==> src/ookpwc_pkg.sv <==
// ----------------------------------------------------------------------------
// ookpwc_pkg
// Shared widths, codes and reset values for the OOK pulse width classifier.
// ----------------------------------------------------------------------------
package ookpwc_pkg;

   localparam int TIME_W  = 32;
   localparam int WIDTH_W = 16;
   localparam int RSSI_W  = 8;
   localparam int GAP_W   = 20;
   localparam int CNT_W   = 16;
   localparam int CLASS_W = 3;
   localparam int CSR_IDX_W  = 3;
   localparam int CSR_DATA_W = 20;

   typedef logic [CNT_W-1:0]   count_type;
   typedef logic [CLASS_W-1:0] class_type;
   typedef logic [CSR_IDX_W-1:0] csr_index_type;

   // item kinds
   localparam logic FUNC_EDGE = 1'b0;
   localparam logic FUNC_POLL = 1'b1;

   // pulse classes
   localparam class_type CLASS_NONE    = 3'd0;
   localparam class_type CLASS_SHORT   = 3'd1;
   localparam class_type CLASS_LONG    = 3'd2;
   localparam class_type CLASS_INVALID = 3'd3;
   localparam class_type CLASS_GAP     = 3'd4;

   // register indexes
   localparam csr_index_type CSR_SHORT_MIN     = 3'd0;
   localparam csr_index_type CSR_SHORT_MAX     = 3'd1;
   localparam csr_index_type CSR_LONG_MIN      = 3'd2;
   localparam csr_index_type CSR_LONG_MAX      = 3'd3;
   localparam csr_index_type CSR_TRIGGER_LEVEL = 3'd4;
   localparam csr_index_type CSR_WINDOW_POLLS  = 3'd5;
   localparam csr_index_type CSR_GAP_LIMIT     = 3'd6;

   // register reset values
   localparam logic [WIDTH_W-1:0] RST_SHORT_MIN     = 16'd390;
   localparam logic [WIDTH_W-1:0] RST_SHORT_MAX     = 16'd600;
   localparam logic [WIDTH_W-1:0] RST_LONG_MIN      = 16'd850;
   localparam logic [WIDTH_W-1:0] RST_LONG_MAX      = 16'd1200;
   localparam logic [RSSI_W-1:0]  RST_TRIGGER_LEVEL = 8'd180;
   localparam logic [WIDTH_W-1:0] RST_WINDOW_POLLS  = 16'd4000;
   localparam logic [GAP_W-1:0]   RST_GAP_LIMIT     = 20'd6144;

   function automatic count_type sat_inc(input count_type v);
      count_type r;
      r = (v == '1) ? v : v + count_type'(1);
      return r;
   endfunction

endpackage

==> src/ook_pulse_width_classifier_top.sv <==
// ----------------------------------------------------------------------------
// ook_pulse_width_classifier_top
// Classifies OOK edge intervals and runs RSSI-triggered capture windows.
//
//   channel  direction  handshake              payload
//   req      in         req_valid / req_stall  func, time_us, rssi_byte
//   rsp      out        rsp_valid / rsp_stall  marker, pulse_class, armed,
//                                              report, edge/short/long totals
//   csr      in         csr_write              csr_index, csr_wdata
//
// One transfer per cycle sustained while rsp_stall is low; each request passes
// through the input register and then the result register.
// Synchronous reset clears state, counters and restores register defaults.
// rsp_stall holds the result register and backs up into req_stall only when
// both the input register and the result register are full.
// ----------------------------------------------------------------------------
module ook_pulse_width_classifier_top (
   input  logic                              clock,
   input  logic                              reset,
   input  logic                              req_valid,
   output logic                              req_stall,
   input  logic                              req_func,
   input  logic [ookpwc_pkg::TIME_W-1:0]     req_time_us,
   input  logic [ookpwc_pkg::RSSI_W-1:0]     req_rssi_byte,
   output logic                              rsp_valid,
   input  logic                              rsp_stall,
   output logic                              rsp_marker,
   output logic [ookpwc_pkg::CLASS_W-1:0]    rsp_pulse_class,
   output logic                              rsp_armed,
   output logic                              rsp_report,
   output logic [ookpwc_pkg::CNT_W-1:0]      rsp_edge_total,
   output logic [ookpwc_pkg::CNT_W-1:0]      rsp_short_total,
   output logic [ookpwc_pkg::CNT_W-1:0]      rsp_long_total,
   input  logic                              csr_write,
   input  logic [ookpwc_pkg::CSR_IDX_W-1:0]  csr_index,
   input  logic [ookpwc_pkg::CSR_DATA_W-1:0] csr_wdata
);
   import ookpwc_pkg::*;

   // configuration
   logic [WIDTH_W-1:0] short_min_ff, short_max_ff, long_min_ff, long_max_ff;
   logic [WIDTH_W-1:0] window_polls_ff;
   logic [RSSI_W-1:0]  trigger_level_ff;
   logic [GAP_W-1:0]   gap_limit_ff;

   always_ff @(posedge clock) begin
      if (reset) begin
         short_min_ff     <= RST_SHORT_MIN;
         short_max_ff     <= RST_SHORT_MAX;
         long_min_ff      <= RST_LONG_MIN;
         long_max_ff      <= RST_LONG_MAX;
         trigger_level_ff <= RST_TRIGGER_LEVEL;
         window_polls_ff  <= RST_WINDOW_POLLS;
         gap_limit_ff     <= RST_GAP_LIMIT;
      end else if (csr_write) begin
         unique case (csr_index)
            CSR_SHORT_MIN:     short_min_ff     <= csr_wdata[WIDTH_W-1:0];
            CSR_SHORT_MAX:     short_max_ff     <= csr_wdata[WIDTH_W-1:0];
            CSR_LONG_MIN:      long_min_ff      <= csr_wdata[WIDTH_W-1:0];
            CSR_LONG_MAX:      long_max_ff      <= csr_wdata[WIDTH_W-1:0];
            CSR_TRIGGER_LEVEL: trigger_level_ff <= csr_wdata[RSSI_W-1:0];
            CSR_WINDOW_POLLS:  window_polls_ff  <= csr_wdata[WIDTH_W-1:0];
            CSR_GAP_LIMIT:     gap_limit_ff     <= csr_wdata[GAP_W-1:0];
            default: ;
         endcase
      end
   end

   // input register
   logic              in_valid_ff;
   logic              in_func_ff;
   logic [TIME_W-1:0] in_time_ff;
   logic [RSSI_W-1:0] in_rssi_ff;
   logic              rsp_valid_ff;
   logic              proc;
   logic              req_take;

   assign proc      = in_valid_ff && (!rsp_valid_ff || !rsp_stall);
   assign req_stall = in_valid_ff && !proc;
   assign req_take  = req_valid && !req_stall;

   always_ff @(posedge clock) begin
      if (reset) begin
         in_valid_ff <= 1'b0;
      end else if (req_take) begin
         in_valid_ff <= 1'b1;
      end else if (proc) begin
         in_valid_ff <= 1'b0;
      end
   end

   always_ff @(posedge clock) begin
      if (req_take) begin
         in_func_ff <= req_func;
         in_time_ff <= req_time_us;
         in_rssi_ff <= req_rssi_byte;
      end
   end

   // classifier state
   logic [TIME_W-1:0] last_edge_ff, last_edge_in;
   logic              armed_ff, armed_in;
   logic              marker_ff, marker_in;
   count_type         poll_cnt_ff, poll_cnt_in;
   count_type         edge_cnt_ff, edge_cnt_in;
   count_type         short_cnt_ff, short_cnt_in;
   count_type         long_cnt_ff, long_cnt_in;

   logic [TIME_W-1:0] interval;
   logic              is_short, is_long, is_gap, report;
   class_type         cls;
   count_type         edge_out, short_out, long_out;

   assign interval = in_time_ff - last_edge_ff;
   assign is_short = (interval > TIME_W'(short_min_ff)) && (interval < TIME_W'(short_max_ff));
   assign is_long  = (interval > TIME_W'(long_min_ff)) && (interval < TIME_W'(long_max_ff));
   assign is_gap   = interval > TIME_W'(gap_limit_ff);

   always_comb begin
      last_edge_in = last_edge_ff;
      armed_in     = armed_ff;
      marker_in    = marker_ff;
      poll_cnt_in  = poll_cnt_ff;
      edge_cnt_in  = edge_cnt_ff;
      short_cnt_in = short_cnt_ff;
      long_cnt_in  = long_cnt_ff;
      cls          = CLASS_NONE;
      report       = 1'b0;
      if (in_func_ff == FUNC_EDGE) begin
         last_edge_in = in_time_ff;
         edge_cnt_in  = sat_inc(edge_cnt_ff);
         if (armed_ff) begin
            if (is_short) short_cnt_in = sat_inc(short_cnt_ff);
            if (is_long)  long_cnt_in  = sat_inc(long_cnt_ff);
            marker_in = is_short || is_long;
            cls = is_short ? CLASS_SHORT : (is_long ? CLASS_LONG : CLASS_INVALID);
         end
      end else begin
         if (armed_ff) begin
            if (is_gap) begin
               marker_in = 1'b0;
               cls       = CLASS_GAP;
            end
         end else if (in_rssi_ff <= trigger_level_ff) begin
            armed_in    = 1'b1;
            marker_in   = 1'b1;
            edge_cnt_in = '0;
         end
         if (armed_in) begin
            poll_cnt_in = sat_inc(poll_cnt_ff);
            report      = poll_cnt_in >= window_polls_ff;
         end
      end
      edge_out  = edge_cnt_in;
      short_out = short_cnt_in;
      long_out  = long_cnt_in;
      if (report) begin
         edge_cnt_in  = '0;
         short_cnt_in = '0;
         long_cnt_in  = '0;
         poll_cnt_in  = '0;
         marker_in    = 1'b0;
         armed_in     = 1'b0;
      end
   end

   always_ff @(posedge clock) begin
      if (reset) begin
         last_edge_ff <= '0;
         armed_ff     <= 1'b0;
         marker_ff    <= 1'b0;
         poll_cnt_ff  <= '0;
         edge_cnt_ff  <= '0;
         short_cnt_ff <= '0;
         long_cnt_ff  <= '0;
      end else if (proc) begin
         last_edge_ff <= last_edge_in;
         armed_ff     <= armed_in;
         marker_ff    <= marker_in;
         poll_cnt_ff  <= poll_cnt_in;
         edge_cnt_ff  <= edge_cnt_in;
         short_cnt_ff <= short_cnt_in;
         long_cnt_ff  <= long_cnt_in;
      end
   end

   // result register
   logic      rsp_marker_ff, rsp_armed_ff, rsp_report_ff;
   class_type rsp_class_ff;
   count_type rsp_edge_ff, rsp_short_ff, rsp_long_ff;

   always_ff @(posedge clock) begin
      if (reset) begin
         rsp_valid_ff <= 1'b0;
      end else if (proc) begin
         rsp_valid_ff <= 1'b1;
      end else if (!rsp_stall) begin
         rsp_valid_ff <= 1'b0;
      end
   end

   always_ff @(posedge clock) begin
      if (proc) begin
         rsp_marker_ff <= marker_in;
         rsp_class_ff  <= cls;
         rsp_armed_ff  <= armed_in;
         rsp_report_ff <= report;
         rsp_edge_ff   <= edge_out;
         rsp_short_ff  <= short_out;
         rsp_long_ff   <= long_out;
      end
   end

   assign rsp_valid       = rsp_valid_ff;
   assign rsp_marker      = rsp_marker_ff;
   assign rsp_pulse_class = rsp_class_ff;
   assign rsp_armed       = rsp_armed_ff;
   assign rsp_report      = rsp_report_ff;
   assign rsp_edge_total  = rsp_edge_ff;
   assign rsp_short_total = rsp_short_ff;
   assign rsp_long_total  = rsp_long_ff;

`ifndef SYNTHESIS
   // a closing window always leaves capture disarmed with the marker low
   a_report_disarms: assert property (@(posedge clock) disable iff (reset)
      rsp_valid && rsp_report |-> !rsp_armed && !rsp_marker)
      else $error("report without disarm");

   // a gap always drops the marker and only happens while capture is armed (the same poll may close the window)
   a_gap_marker: assert property (@(posedge clock) disable iff (reset)
      rsp_valid && (rsp_pulse_class == CLASS_GAP) |-> !rsp_marker && (rsp_armed || rsp_report))
      else $error("gap with marker high");

   // state only moves on a processed transfer
   a_state_hold: assert property (@(posedge clock) disable iff (reset)
      !proc |=> $stable(armed_ff) && $stable(edge_cnt_ff) && $stable(last_edge_ff))
      else $error("state changed without a transfer");

   // a stalled result is never overwritten
   a_no_overwrite: assert property (@(posedge clock) disable iff (reset)
      rsp_valid_ff && rsp_stall |-> !proc)
      else $error("result overwritten under stall");
`endif

endmodule
==> config.mk <==
export PLATFORM = sky130hd
export DESIGN_NAME = ook_pulse_width_classifier_top
export DESIGN_NICKNAME = d
export VERILOG_FILES = /design/src/ookpwc_pkg.sv /design/src/ook_pulse_width_classifier_top.sv
export SDC_FILE = /design/constraint.sdc
export NUM_CORES = 1
export LEC_CHECK = 0
export BUFFER_PORTS_ARGS = -buffer_cell sky130_fd_sc_hd__buf_2
export CORE_MARGIN = 2
export CORE_UTILIZATION = 50
export DETAILED_ROUTE_END_ITERATION = 16
export GPL_ROUTABILITY_DRIVEN = 0
export PLACE_DENSITY_LB_ADDON = 0.3
export SYNTH_ARGS = -nofsm -noshare
export SYNTH_HDL_FRONTEND = slang
export SYNTH_SLANG_ARGS = --single-unit
export TNS_END_PERCENT = 5
==> constraint.sdc <==
create_clock -name clock -period 4.6 [get_ports clock]
set_input_delay 0.46 -clock clock [delete_from_list [all_inputs] [get_ports clock]]
set_output_delay 0.46 -clock clock [all_outputs]
set_load 0.01 [all_outputs]
**Word level (Yosys, flattened, before mapping)**

Index checks and enable logic that the tools add are counted.
W data, S select, Z words.

- Register bits after elaboration: 303
- Input bits: 69
- Logic and storage cells: 116

- Add/subtract/negate cells: 5
- $lt $le $gt $ge: 7
- Eq/ne operators: 11
- Muxes and demuxes: 42
- Bitwise gates (word level): 1
- Reductions and logical operators: 24

Operators by type and width:

| cell | number |
|---|---|
| $mux W16 | 19 |
| $add A16 B1 Y16 const B | 4 |
| $eq A16 B16 Y1 const B | 4 |
| $gt A32 B16 Y1 | 2 |
| $lt A32 B16 Y1 | 2 |
| $gt A32 B20 Y1 | 1 |
| $sub A32 B32 Y32 | 1 |
| $mux W1 | 18 |
| $ge A16 B16 Y1 | 1 |
| $reduce_and A2 Y1 | 8 |
| $eq A3 B3 Y1 const B | 3 |
| $mux W3 | 3 |
| $le A8 B8 Y1 | 1 |
| $eq A3 B2 Y1 const B | 2 |
| $reduce_bool A2 Y1 | 3 |
| $logic_and A1 B1 Y1 | 5 |
| $logic_not A1 Y1 | 4 |
| $mux W2 | 2 |
| $eq A3 B1 Y1 const B | 1 |
| $logic_not A3 Y1 | 1 |
| $reduce_and A3 Y1 | 1 |
| $logic_or A1 B1 Y1 | 2 |
| $ne A2 B1 Y1 const B | 1 |
| $not A1 Y1 | 1 |

**Logic depth before layout (Yosys ltp)**

Gate-level depths: netlist of the first run.

- Depth after elaboration: 8
- Gate-level depth with buffers: 22
- Depth with buffers taken out: 22

**Worst setup path after synthesis of the first run**

Ideal clock, no wire load.

- Path type: register -> register
- From: register poll_cnt_ff[3]
- To: register short_cnt_ff[3]
- Library setup time: 0.074 ns
- Data arrival time: 4.599 ns
- Slack: -0.073 ns
- Stages on the path, launching flop included: 21
- Buffers on the path: 2
- Clock period less this slack: 4.673 ns
- Cell sequence: dfxtp_1 > and3_1 > and3_1 > nand3_1 > or2_2 > or3_1 > clkbuf_1 > mux2_2 > ha_1 > a21o_1 > a21o_1 > a21o_1 > a211oi_1 > o21bai_1 > a311o_1 > nand2_1 > clkinv_1 > nor2_1 > clkbuf_1 > o21ai_0 > a31oi_1

- Longest elaborated chain between the ends: 6
- Elaborated cells between the ends (all ways): 7
- Those cells by class: 1 x add/sub; 1 x order compare; 1 x eq/ne; 4 x mux

Ends and longest elaborated chain:

| element | RTL line | RTL |
|---|---|---|
| start: declaration | ook_pulse_width_classifier_top.sv:104 | `count_type poll_cnt_ff, poll_cnt_in;` |
| start signal: assignment | ook_pulse_width_classifier_top.sv:180 | `poll_cnt_ff <= poll_cnt_in;` |
| $add A16 B1 Y16 / $eq A16 B16 Y1 (equally long branches) | ookpwc_pkg.sv:51 | `r = (v == '1) ? v : v + count_type'(1);` |
| $mux W16 * | ookpwc_pkg.sv:51 |  |
| $ge A16 B16 Y1 * | ook_pulse_width_classifier_top.sv:151 | `report = poll_cnt_in >= window_polls_ff;` |
| $mux W1 * | ook_pulse_width_classifier_top.sv:149 | `if (armed_in) begin` |
| $mux W1 * | ook_pulse_width_classifier_top.sv:129 | `if (in_func_ff == FUNC_EDGE) begin` |
| net report | ook_pulse_width_classifier_top.sv:110 | `logic is_short, is_long, is_gap, report;` |
| $mux W16 * | ook_pulse_width_classifier_top.sv:157 | `if (report) begin` |
| end signal: assignment | ook_pulse_width_classifier_top.sv:182 | `short_cnt_ff <= short_cnt_in;` |
| end: declaration | ook_pulse_width_classifier_top.sv:106 | `count_type short_cnt_ff, short_cnt_in;` |

Mark *: on every way through the listed nets, which the timed path passes. The rest lies on a longest branch.
A chain may end at the register's enable or synchronous reset.

**Final worst setup path of the first run**

- From: register in_time_ff[0]
- To: register rsp_short_ff[7], in the netlist rsp_short_total[7], data pin

- Longest elaborated chain between the ends: 6
- Elaborated cells between the ends (all ways): 7
- Those cells by class: 1 x add/sub; 2 x order compare; 3 x mux; 1 x reduce/logical

Ends and longest elaborated chain:

| element | RTL line | RTL |
|---|---|---|
| start: declaration | ook_pulse_width_classifier_top.sv:72 | `logic [TIME_W-1:0] in_time_ff;` |
| start signal: assignment | ook_pulse_width_classifier_top.sv:95 | `in_time_ff <= req_time_us;` |
| $sub A32 B32 Y32 * | ook_pulse_width_classifier_top.sv:114 | `assign interval = in_time_ff - last_edge_ff;` |
| $gt A32 B16 Y1 / $lt A32 B16 Y1 (equally long branches) | ook_pulse_width_classifier_top.sv:115 | `assign is_short = (interval > TIME_W'(short_min_ff)) && (interval < TIME_W'(short_max_ff));` |
| $logic_and A1 B1 Y1 * | ook_pulse_width_classifier_top.sv:115 |  |
| $mux W16 * | ook_pulse_width_classifier_top.sv:133 | `if (is_short) short_cnt_in = sat_inc(short_cnt_ff);` |
| $mux W16 * | ook_pulse_width_classifier_top.sv:132 | `if (armed_ff) begin` |
| $mux W16 * | ook_pulse_width_classifier_top.sv:129 |  |
| net short_out[7] | ook_pulse_width_classifier_top.sv:112 | `count_type edge_out, short_out, long_out;` |
| end signal: assignment | ook_pulse_width_classifier_top.sv:209 | `rsp_short_ff <= short_out;` |
| end: declaration | ook_pulse_width_classifier_top.sv:190 | `count_type rsp_edge_ff, rsp_short_ff, rsp_long_ff;` |

Marked as above.

==> results of run 1 <==
-- cells by family after synthesis --
| group | Yosys count | synth area share (%) |
|---|---|---|
| compound gates | 510 | 19.2 |
| flops | 303 | 41.5 |
| xor+xnor | 53 | 2.75 |
| simple gates | 715 | 19.3 |
| buf+inv | 254 | 5.83 |
| fa+ha+maj | 142 | 10.5 |
| mux | 15 | 0.925 |
-- through the flow --
step,worst slack (ps),instance area [um^2]
final,68.9,20200
after global routing,-163,20200
after CTS,-77.8,19800
after detailed placement,-382,18600
after global placement,-242,18600
after floorplan,13.8,16900
-- power groups by stage --
stage / Sequential [mW] / Clock (mW) / Combinational (mW)
5_1_grt: 2.88 / 2.84 / 1.26
2_1_floorplan: 2.94 / 0 / 0.661
4_1_cts: 2.88 / 2.74 / 1.06
6_report: 2.88 / 2.68 / 1.14
3_5_place_dp: 2.93 / 0 / 1.04
3_3_place_gp: 2.93 / 0 / 1.00
-- path summary, 6_finish.rpt --
kind,end,slack (ps),cells past startpoint
worst max register to register,rsp_short_total[7],70,22
worst min register to register,last_edge_ff[30],450,2
worst max-delay path,rsp_short_total[7],70,22
worst min-delay path,in_time_ff[5],110,1
-- cells in the mapped netlist, types with 5 or more instances --
library cell / n
xnor2_1: 32
o21ai_1: 10
a21o_1: 35
o21bai_1: 11
nand3_1: 65
edfxtp_1: 95
a2bb2oi_1: 7
nand4_1: 34
or4_1: 12
o31ai_1: 13
xor2_1: 21
a311oi_1: 6
or3_1: 16
dfxtp_1: 208
a22oi_1: 14
nand2b_1: 9
buf_2: 14
nor2_1: 96
clkbuf_1: 68
and3_1: 24
a211o_1: 7
mux2i_1: 10
and2_1: 5
o211ai_1: 46
a21oi_2: 6
a21oi_1: 198
mux2_2: 5
nor4_1: 12
inv_1: 165
nor3_1: 24
ha_1: 140
nor2b_1: 12
and4_1: 5
a31oi_1: 13
o21ai_0: 60
nand2_1: 381
a211oi_1: 14
o21a_1: 20
-- final cells by class --
cell class	count	area share [%]
flip-flops and latches	303	34.7
clock inverters	17	0.662
inverters	168	3.15
well taps	448	2.77
multi-input cells	1436	46.2
repair buffers	244	7.64
clock buffers	47	4.86
-- metal layers --
| metal | part of all wire [%] | track usage, % | up-vias |
|---|---|---|---|
| li1 | - | - | 7446 |
| met1 | 43 | 30.6 | 7173 |
| met2 | 48 | 41.1 | 454 |
| met3 | 5.6 | 3.28 | 108 |
| met4 | 3.8 | 10.3 | 0 |
| met5 | 0 | 0 | - |
-- critical path, cell delays in order (launching register included) --
cell	delay (ps)
edfxtp_1	400
inv_2	90
ha_4	130
inv_2	40
fa_2	380
a211oi_4	270
buf_4	140
o211ai_1	80
nand2_1	130
nand2_2	100
xor2_4	230
ha_4	280
and4_4	200
nand4_1	90
buf_4	150
nor2_4	90
o31ai_4	90
a211oi_4	310
nand3_2	170
buf_6	170
nor4_4	390
nand3_1	160
xnor2_1	170
-- repair_timing --
action                                  in CTS  in global routing
endpoints found under the setup margin      67                 73
setup buffers                                0                  9
gates resized for setup                     12                 79
cloned                                       0                  2
pin swaps                                    1                 40
==> metrics.md, run 1 <==
| Metric | Value |
|---|---|
| Full die area | `approximately 35000 um^2` |
| Fillers | `2903` |
| EDFF count, synth | `95` |
| DRC | `0` |
| First-pass GRT wire length | `slightly above 70000 um` |
| Initial antenna violation count | `0` |
| Net load switching power | `around 1.8 mW` |
| 1st-iter DRT viols | `between 1000 and 1500` |
| DP HPWL | `31700 um` |
| Combinational Power Share | `about 17%` |
| Synth cell types | `80` |
| Drt pass-1 iters | `5` |
| Placed insts | `approximately 2600` |
| Fmax achieved | `approximately 220 MHz` |
| Startpoint types | `flip-flop` |
| Slew at the pin closest to its max-slew limit | `1090 ps` |
| # nets final | `about 2400` |
| Ys async rst share | `0%` |
| Hold WC Path Type | `input port to flip-flop` |
| Post-Route Skew | `approximately 27 ps` |
| Clock root cell | `clkbuf_16` |
| Critical path required time | `4850 ps` |
| Hold Slack | `around 110 ps` |
| Area of the multi-input gates | `between 9000 and 10000 um^2` |
| Tot Pwr | `about 6.7 mW` |
| Total CTS buffers | `35` |
| Synthesized Nets | `between 2000 and 2500` |
| Setup CP Type | `flip-flop to flip-flop` |
| Vias in the first global route | `between 10000 and 15000` |
| RSZ-0062 raised after global routing | `true` |
| Starting Density | `around half` |
| Syn Area/Cell | `around 8.5 um^2` |
| Setup_tns | `0 ps` |
| Port bufs | `124` |
| Die Y | `roughly 190 um` |
| Cell internal pwr | `between 4 and 5 mW` |
| All-Layer GR Usage | `24.1%` |
| Vias per std cell | `5.70` |
| Setup Viol. Count Final | `0` |
| Top-Level Pins | `~130` |
| Worst Min Path Start | `req_time_us[5]` |
| Clock power frac | `between 40% and 50%` |
| Fin util | `around three fifths` |
| Htree depth | `2` |
| Largest net degree at the start of global routing | `60` |
| Worst Path Max Fanout | `5` |
| Max transition margin | `about 27%` |
| Sw Share | `between 20% and 30%` |
| Clock buffer depth | `3` |
| Sequential cell area | `between 7000 and 8000 um^2` |
| Routed Antenna Nets | `0` |
| Die W | `188 um` |
| Global route overflow | `0` |
| Max IR drop VDD | `between 0.3 and 0.4 mV` |
| Crit path launch | `in_time_ff[0]` |
| Leak Pwr | `7.87 nW` |
| Post-Synthesis Cells | `about 2000` |
| Worst R2R Start | `in_time_ff[0]` |
| Endpoint class of the critical path | `flip-flop` |
| Hold-fix buffers, CTS | `0` |
| Yosys reg bits | `303` |
| Final Slew Violations | `0` |
| CORE AREA | `~33000 um^2` |
| Final WL | `43800 um` |
| Max-cap viol count | `0` |
| # rows | `67` |
| Fin crit period | `between 4000 and 5000 ps` |
| Sequential area share after synthesis | `~42%` |
| Pwr Density | `~330 nW/um^2` |
| Finished Layout Cells | `~2700` |
| CTS tree | `built` |
| Clock latency on the worst-skew pair | `around 530 ps` |
| Reg clk slew, reported paths | `roughly 60 ps` |
| Area grow syn2layout | `19.6%` |
| Fin. Hold Viols | `0` |
| Top Registers | `in_time_ff: 32 flops, last_edge_ff: 32 flops, gap_limit_ff: 20 flops` |
| Clock sinks | `303` |
| Outcome | `finished clean` |
| Ys flop type | `dfxtp_1` |
| Post-DR wirelength/cell | `around 16 um` |
| Synth warnings | `0` |
| Area leader, netlist | `dfxtp_1` |
| Crit share post-route | `between 90 and 100%` |
| Most frequent cells in the layout | `nand2_1 (376), dfxtp_1 (208), a21oi_1 (196)` |
| Inserted Diodes | `0` |
| Proportion of layout cells with a drive suffix above 1 | `between 10% and 20%` |
| Seq pwr share | `a little over two fifths` |
| Top post-synthesis cells by area | `dfxtp_1 (25%), edfxtp_1 (17%), ha_1 (10%)` |
| Cell Area, Synth | `16900 um^2` |
| Crit path DAT | `4780 ps` |
| Via count | `15200` |
| Commonest non-fill, non-tap cell in the layout | `nand2_1` |
| Top cell type's share of synthesized area | `between 20% and 30%` |
Note: power is estimated with default switching activity, not from simulation.
==> run 2: changes to the inputs <==
Settings changed: REMOVE_ABC_BUFFERS set to 1.
==> metrics.md, run 2 (synthesis gave the netlist of run 1 again) <==
| Metric | Value |
|---|---|
| Reg clk slew, reported paths | `60 ps (about the same)` |
| RSZ-0062 raised after global routing | `true (unchanged)` |
| Endpoint class of the critical path | `flip-flop (unchanged)` |
| Port bufs | `124 (unchanged)` |
| Most used cell, CP | `buf_4` |
| Inserted Diodes | `0 (unchanged)` |
| Commonest non-fill, non-tap cell in the layout | `nand2_1 (unchanged)` |
| Htree depth | `2 (unchanged)` |
| Outcome | `finished clean (unchanged)` |
| DP HPWL | `31300 um (was 31700 um)` |
| Crit share post-route | `99.1% (was 98.5%)` |
| Die Y | `188 um (unchanged)` |
| Max transition margin | `23.7% (was 27.2%)` |
| Clock sinks | `303 (unchanged)` |
| Initial antenna violation count | `0 (unchanged)` |
| Global Route met2 Usage | `42.3% (was 41.1%)` |
| Post-Route Skew | `14.4 ps (was 27.0 ps)` |
| Post-DR wirelength/cell | `16.8 um (was 16.4 um)` |
| Setup Viol. Count Final | `0 (unchanged)` |
| Setup CP Type | `flip-flop to flip-flop (unchanged)` |
| Worst Path Max Fanout | `4 (was 5)` |
| First-pass GRT wire length | `70500 um (about the same)` |
| Die W | `188 um (unchanged)` |
| Clock buffer depth | `3 (unchanged)` |
| Top Registers | `in_time_ff: 32 flops, last_edge_ff: 32 flops, gap_limit_ff: 20 flops (unchanged)` |
| Worst path max stage delay | `410 ps (was 400 ps)` |
| Crit path DAT | `4970 ps (was 4780 ps)` |
| CP cell instances | `ha_1 > buf_4 > nand2_1 > o21a_1 > o21ai_0 > a311o_1 > xor2_2 > ha_1 > and4_1 > a221o_1 > a221oi_2 > a211oi_2 > buf_4 > buf_4 > a21oi_2 > nor4_2 > a21oi_4 > o31ai_2 > a211o_1 > o21a_1 (was inv_2 > ha_4 > inv_2 > fa_2 > a211oi_4 > buf_4 > o211ai_1 > nand2_1 > nand2_2 > xor2_4 > ha_4 > and4_4 > nand4_1 > buf_4 > nor2_4 > o31ai_4 > a211oi_4 > nand3_2 > buf_6 > nor4_4 > nand3_1 > xnor2_1)` |
| CTS tree | `built (unchanged)` |
| Leak Pwr | `7.87 nW (about the same)` |
| Fmax achieved | `219 MHz (was 221 MHz)` |
| Fin util | `60.7% (was 60.4%)` |
| Vias per std cell | `5.70 (about the same)` |
| GRT busiest layer | `met2 (unchanged)` |
| Routed Antenna Nets | `0 (unchanged)` |
| Slew at the pin closest to its max-slew limit | `1140 ps (was 1090 ps)` |
| Full die area | `35300 um^2 (unchanged)` |
| Proportion of layout cells with a drive suffix above 1 | `18.4% (was 17.8%)` |
| Max-cap viol count | `0 (unchanged)` |
| Fin crit period | `4560 ps (was 4530 ps)` |
| 1st-iter DRT viols | `1029 (was 1262)` |
| Critical path's slowest cell | `edfxtp_1 (unchanged)` |
| DRC | `0 (unchanged)` |
| # nets final | `2395 (was 2398)` |
| Area grow syn2layout | `20.1% (was 19.6%)` |
| Top-Level Pins | `125 (unchanged)` |
| Pwr Density | `328 nW/um^2 (was 331 nW/um^2)` |
| Via count | `15100 (was 15200)` |
| Starting Density | `50.5% (unchanged)` |
| Vias in the first global route | `14200 (was 14500)` |
| Fin. Hold Viols | `0 (unchanged)` |
| Final Slew Violations | `0 (unchanged)` |
| Most frequent cells in the layout | `nand2_1 (373), dfxtp_1 (207), a21oi_1 (194) (was nand2_1 (376), dfxtp_1 (208), a21oi_1 (196))` |
| Global route overflow | `0 (unchanged)` |
| Hold WC Path Type | `input port to flip-flop (unchanged)` |
| Met1 Track Usage GR | `31.0% (was 30.6%)` |
| Total CTS buffers | `35 (unchanged)` |
| CORE AREA | `33400 um^2 (unchanged)` |
| Clock root cell | `clkbuf_16 (unchanged)` |
| # rows | `67 (unchanged)` |
| WP buf/inv | `3 (was 5)` |
| Startpoint types | `flip-flop (unchanged)` |
| Clock latency on the worst-skew pair | `520 ps (was 530 ps)` |
| Drt pass-1 iters | `7 (was 5)` |
| Tot Pwr | `6.67 mW (was 6.70 mW)` |
| Fillers | `2932 (was 2903)` |
| All-Layer GR Usage | `24.2% (was 24.1%)` |
| Critical path required time | `5010 ps (was 4850 ps)` |
| Met3 Usage GRT | `2.73% (was 3.28%)` |
| Worst path top cell family by delay | `compound AO/OA/AOI/OAI gates (was simple AND/OR/NAND/NOR gates)` |
| Max IR drop VDD | `0.282 mV (was 0.341 mV)` |
| Largest net degree at the start of global routing | `142 (was 60)` |
| Final WL | `44700 um (was 43800 um)` |
## run 2: stage by stage
step | area [um^2] | setup slack (ps) | hold slack [ps] | setup TNS (ps) | std cells
floorplan | 16600 | -377 | 428 | -5040 | 1906
global placement | 18500 | -379 | 441 | -5060 | 2579
detailed placement | 18500 | -386 | 446 | -10190 | 2579
CTS | 19700 | 6.03 | 99.0 | 0 | 2641
global route | 20300 | -181 | 108 | -3340 | 2658
finish | 20300 | 41.9 | 117 | 0 | 2658
## run 2: worst paths after layout
path	endpoint	start	slack (ps)	depth (start not counted)
hold reg to reg	window_polls_ff[15]	window_polls_ff[15]	450	2
setup reg to reg	marker_ff	in_time_ff[8]	40	20
hold / removal	in_time_ff[13]	req_time_us[13]	120	1
setup / recovery	marker_ff	in_time_ff[8]	40	20
## run 2: timing repair
| action | in CTS | in global routing |
|---|---|---|
| endpoints found under the setup margin | 67 | 84 |
| buffers inserted | 1 | 17 |
| hold buffers | 0 | 0 |
| pin swaps | 12 | 54 |
| gates resized for setup | 31 | 85 |
| gates cloned | 0 | 2 |
## run 2: final cells by class
| type | count | area, um^2 | area share (%) |
|---|---|---|---|
| multi-input cells | 1436 | 9490 | 46.8 |
| repair buffers | 241 | 1540 | 7.61 |
| flip-flops and latches | 303 | 7020 | 34.6 |
| inverters | 168 | 632 | 3.11 |
| well taps | 448 | 561 | 2.76 |
| clock buffers | 53 | 1000 | 4.94 |
| clock inverters | 9 | 51.3 | 0.253 |
## run 2: where the power goes
| part | internal, mW | total, mW | switching (mW) |
|---|---|---|---|
| sequential | 2.84 | 2.88 | 0.0384 |
| combinational | 0.496 | 1.20 | 0.708 |
| clock | 1.51 | 2.59 | 1.08 |
## run 2: layer usage
metal	up-vias	share of wire, %	routed length, um
met5	-	0	0
met4	0	3.4	1530
met3	108	5.2	2320
met2	493	48	21600
met1	7109	43	19300
li1	7432	-	-
==> run 3: changes to the inputs <==
Settings changed: ABC_AREA set to 1, CORE_MARGIN 2 to unset.
==> metrics.md, run 3 <==
| Metric | Value |
|---|---|
| Outcome | `finished clean (unchanged)` |
| Post-Synthesis Cells | `2292 (was 1992)` |
| Reg clk slew, reported paths | `60 ps (about the same)` |
| Clock power frac | `41.1% (was 38.8%)` |
| Ys flop type | `dfxtp_1 (unchanged)` |
| Yosys reg bits | `303 (unchanged)` |
| Crit share post-route | `92.3% (was 99.1%)` |
| All-Layer GR Usage | `24.0% (was 24.2%)` |
| CP cell instances | `inv_1 > ha_1 > inv_1 > fa_1 > nand3_1 > nand3b_1 > xor2_1 > ha_1 > nand2_1 > nor3_1 > nand2_1 > nand4_1 > nand2_1 > nor2_1 > nand4_4 > nor2_2 > nand3_1 > and2_1 (was ha_1 > buf_4 > nand2_1 > o21a_1 > o21ai_0 > a311o_1 > xor2_2 > ha_1 > and4_1 > a221o_1 > a221oi_2 > a211oi_2 > buf_4 > buf_4 > a21oi_2 > nor4_2 > a21oi_4 > o31ai_2 > a211o_1 > o21a_1)` |
| Fmax achieved | `236 MHz (was 219 MHz)` |
| Cell Area, Synth | `17200 um^2 (was 16900 um^2)` |
| Sequential area share after synthesis | `40.9% (was 41.5%)` |
| Largest family of logic cells by synthesized area | `simple AND/OR/NAND/NOR gates (unchanged)` |
| DP HPWL | `30800 um (was 31300 um)` |
| EDFF count, synth | `95 (unchanged)` |
| Die W | `187 um (was 188 um)` |
| Top-Level Pins | `125 (unchanged)` |
| Net load switching power | `2.00 mW (was 1.83 mW)` |
| Drt pass-1 iters | `5 (was 7)` |
| Die Y | `187 um (was 188 um)` |
| Fin util | `58.1% (was 60.7%)` |
| Inserted Diodes | `0 (unchanged)` |
| Fillers | `3103 (was 2932)` |
| Commonest non-fill, non-tap cell in the layout | `nand2_1 (unchanged)` |
| Top cell type's share of synthesized area | `24.3% (was 24.6%)` |
| Vias per std cell | `5.20 (was 5.70)` |
| Slew at the pin closest to its max-slew limit | `991 ps (was 1140 ps)` |
| Post-DR wirelength/cell | `14.5 um (was 16.8 um)` |
| Clock root cell | `clkbuf_16 (unchanged)` |
| Initial antenna violation count | `0 (unchanged)` |
| Hold WC Path Type | `input port to flip-flop (unchanged)` |
| Final WL | `42000 um (was 44700 um)` |
| Max-cap viol count | `0 (unchanged)` |
| Clock sinks | `303 (unchanged)` |
| Post-Route Skew | `18.1 ps (was 14.4 ps)` |
| XOR/XNOR share of the synthesized area | `1.96% (was 2.75%)` |
| Setup Viol. Count Final | `0 (unchanged)` |
| Synth cell types | `50 (was 80)` |
| Ys async rst share | `0% (unchanged)` |
| Area of the multi-input gates | `8460 um^2 (was 9490 um^2)` |
| Clock buffer depth | `3 (unchanged)` |
| Combinational Power Share | `18.2% (was 18.1%)` |
| Critical path's slowest cell | `xor2_1 (was edfxtp_1)` |
| Tot Pwr | `7.07 mW (was 6.67 mW)` |
| Critical path required time | `4870 ps (was 5010 ps)` |
| 1st-iter DRT viols | `971 (was 1029)` |
| Most frequent cells in the layout | `nand2_1 (558), inv_1 (375), a21oi_1 (249) (was nand2_1 (373), dfxtp_1 (207), a21oi_1 (194))` |
| Synth cell count leaders | `nand2_1 (559), inv_1 (376), a21oi_1 (249) (was nand2_1 (381), dfxtp_1 (208), a21oi_1 (198))` |
| Htree depth | `2 (unchanged)` |
| Endpoint class of the critical path | `flip-flop (unchanged)` |
| Syn Area/Cell | `7.49 um^2 (was 8.49 um^2)` |
| Proportion of layout cells with a drive suffix above 1 | `12.1% (was 18.4%)` |
| Cell internal pwr | `5.06 mW (was 4.84 mW)` |
| Synth Area in Adders | `10.3% (was 10.5%)` |
| Final Slew Violations | `0 (unchanged)` |
| CTS tree | `built (unchanged)` |
| Routed Antenna Nets | `0 (unchanged)` |
| Full die area | `35100 um^2 (was 35300 um^2)` |
| Starting Density | `50.9% (was 50.5%)` |
| Area grow syn2layout | `14.1% (was 20.1%)` |
| Synth warnings | `0 (unchanged)` |
| Max transition margin | `33.7% (was 23.7%)` |
| Fin. Hold Viols | `0 (unchanged)` |
| RSZ-0062 raised after global routing | `false (was true)` |
| Seq pwr share | `40.8% (was 43.2%)` |
| Worst path max stage delay | `550 ps (was 410 ps)` |
| Area leader, netlist | `dfxtp_1 (unchanged)` |
| Vias in the first global route | `14500 (was 14200)` |
| Via count | `15000 (was 15100)` |
| DRC | `0 (unchanged)` |
| Worst Path Max Fanout | `12 (was 4)` |
| Sw Share | `28.3% (was 27.4%)` |
| Top post-synthesis cells by area | `dfxtp_1 (24%), edfxtp_1 (17%), nand2_1 (12%) (was dfxtp_1 (25%), edfxtp_1 (17%), ha_1 (10%))` |
| Crit path DAT | `4510 ps (was 4970 ps)` |
| Mux contribution to synthesized area | `0.117% (was 0.925%)` |
| Port bufs | `124 (unchanged)` |
| Setup CP Type | `flip-flop to flip-flop (unchanged)` |
| CORE AREA | `33700 um^2 (was 33400 um^2)` |
| Top Registers | `in_time_ff: 32 flops, last_edge_ff: 32 flops, gap_limit_ff: 20 flops (unchanged)` |
| Most used cell, CP | `nand2_1 (was buf_4)` |
| Largest net degree at the start of global routing | `76 (was 142)` |
| Startpoint types | `flip-flop (unchanged)` |
| Fin crit period | `4240 ps (was 4560 ps)` |
| Max IR drop VDD | `0.293 mV (was 0.282 mV)` |
| # nets final | `2628 (was 2395)` |
| # rows | `67 (unchanged)` |
| Total CTS buffers | `36 (was 35)` |
| First-pass GRT wire length | `69200 um (was 70500 um)` |
| Post-Synth Simple-Gate Area | `23.0% (was 19.3%)` |
| Complex-gate fraction of the synthesized area | `13.6% (was 19.2%)` |
| Most common cell in the netlist | `nand2_1 (unchanged)` |
| Sequential cell area | `7020 um^2 (about the same)` |
| Leak Pwr | `8.87 nW (was 7.87 nW)` |
| Global route overflow | `0 (unchanged)` |
| Clock latency on the worst-skew pair | `520 ps (about the same)` |
| Placed insts | `2825 (was 2579)` |
| Finished Layout Cells | `2894 (was 2658)` |
| Pwr Density | `361 nW/um^2 (was 328 nW/um^2)` |
run 3: cell types whose count changed after synthesis, sizes merged, moves of 24 or more:
cell | previous run | this run
and3 | 24 | 0
o21ai | 71 | 150
xnor2 | 32 | 6
a21o | 35 | 1
nand3 | 65 | 96
nand2 | 382 | 576
nor2 | 96 | 149
inv | 167 | 400
a21oi | 205 | 250
run 3: cells by family after synthesis:
logic type	after synthesis
buf+inv	462
xor+xnor	35
fa+ha+maj	141
compound gates	443
flops	303
mux	2
simple gates	906
run 3: through the flow:
| stage | area, um^2 | setup TNS [ps] | hold WS, ps | setup slack, ps |
|---|---|---|---|---|
| 6_report | 19600 | 0 | 115 | 356 |
| 5_1_grt | 19600 | 0 | 98.2 | 21.2 |
| 4_1_cts | 19500 | 0 | 98.6 | 160 |
| 3_5_place_dp | 18300 | 0 | 452 | 195 |
| 3_3_place_gp | 18300 | 0 | 443 | 291 |
| 2_1_floorplan | 16900 | -167860 | 435 | -2830 |
run 3: power by group through the flow:
stage	Combinational, mW	Sequential (mW)	Clock [mW]
floorplan	0.855	2.94	0
global placement	1.23	2.94	0
detailed placement	1.27	2.94	0
CTS	1.27	2.88	2.95
global route	1.47	2.89	3.06
finish	1.28	2.88	2.90
run 3: cell type report:
cell class	count	share of cell area (%)
flip-flops and latches	303	35.8
clock buffers	49	5.27
clock inverters	17	0.984
multi-input cells	1527	43.2
inverters	403	7.72
repair buffers	147	4.18
well taps	448	2.86
run 3: worst max-delay path: cells and delay by family (launching register included):
| kind | cells | cell delay (ps) |
|---|---|---|
| adders and majority gates | 3 | 820 |
| xor gates and xnor gates | 1 | 550 |
| buffers and inverters | 2 | 190 |
| DFF | 1 | 380 |
| and+or+nand+nor | 12 | 2050 |
run 3: worst paths after layout:
| kind | start | end | slack, ps | cells past startpoint |
|---|---|---|---|---|
| max | in_time_ff[0] | rsp_long_total[10] | 360 | 18 |
| min | req_time_us[23] | in_time_ff[23] | 110 | 1 |
| max reg2reg | in_time_ff[0] | rsp_long_total[10] | 360 | 18 |
| min reg2reg | last_edge_ff[8] | last_edge_ff[8] | 460 | 2 |
run 3: per-layer routing:
layer / global-route usage, % / vias to the layer above / part of all wire (%)
li1: - / 7665 / -
met1: 30.2 / 6949 / 45
met2: 41.4 / 333 / 47
met3: 3.10 / 90 / 4.2
met4: 9.49 / 0 / 3.4
met5: 0 / - / 0
run 3: repair_timing:
item,in CTS,in global routing
setup buffers,0,3
hold buffers,0,0
resized for setup,0,7
endpoints found under the setup margin,0,58
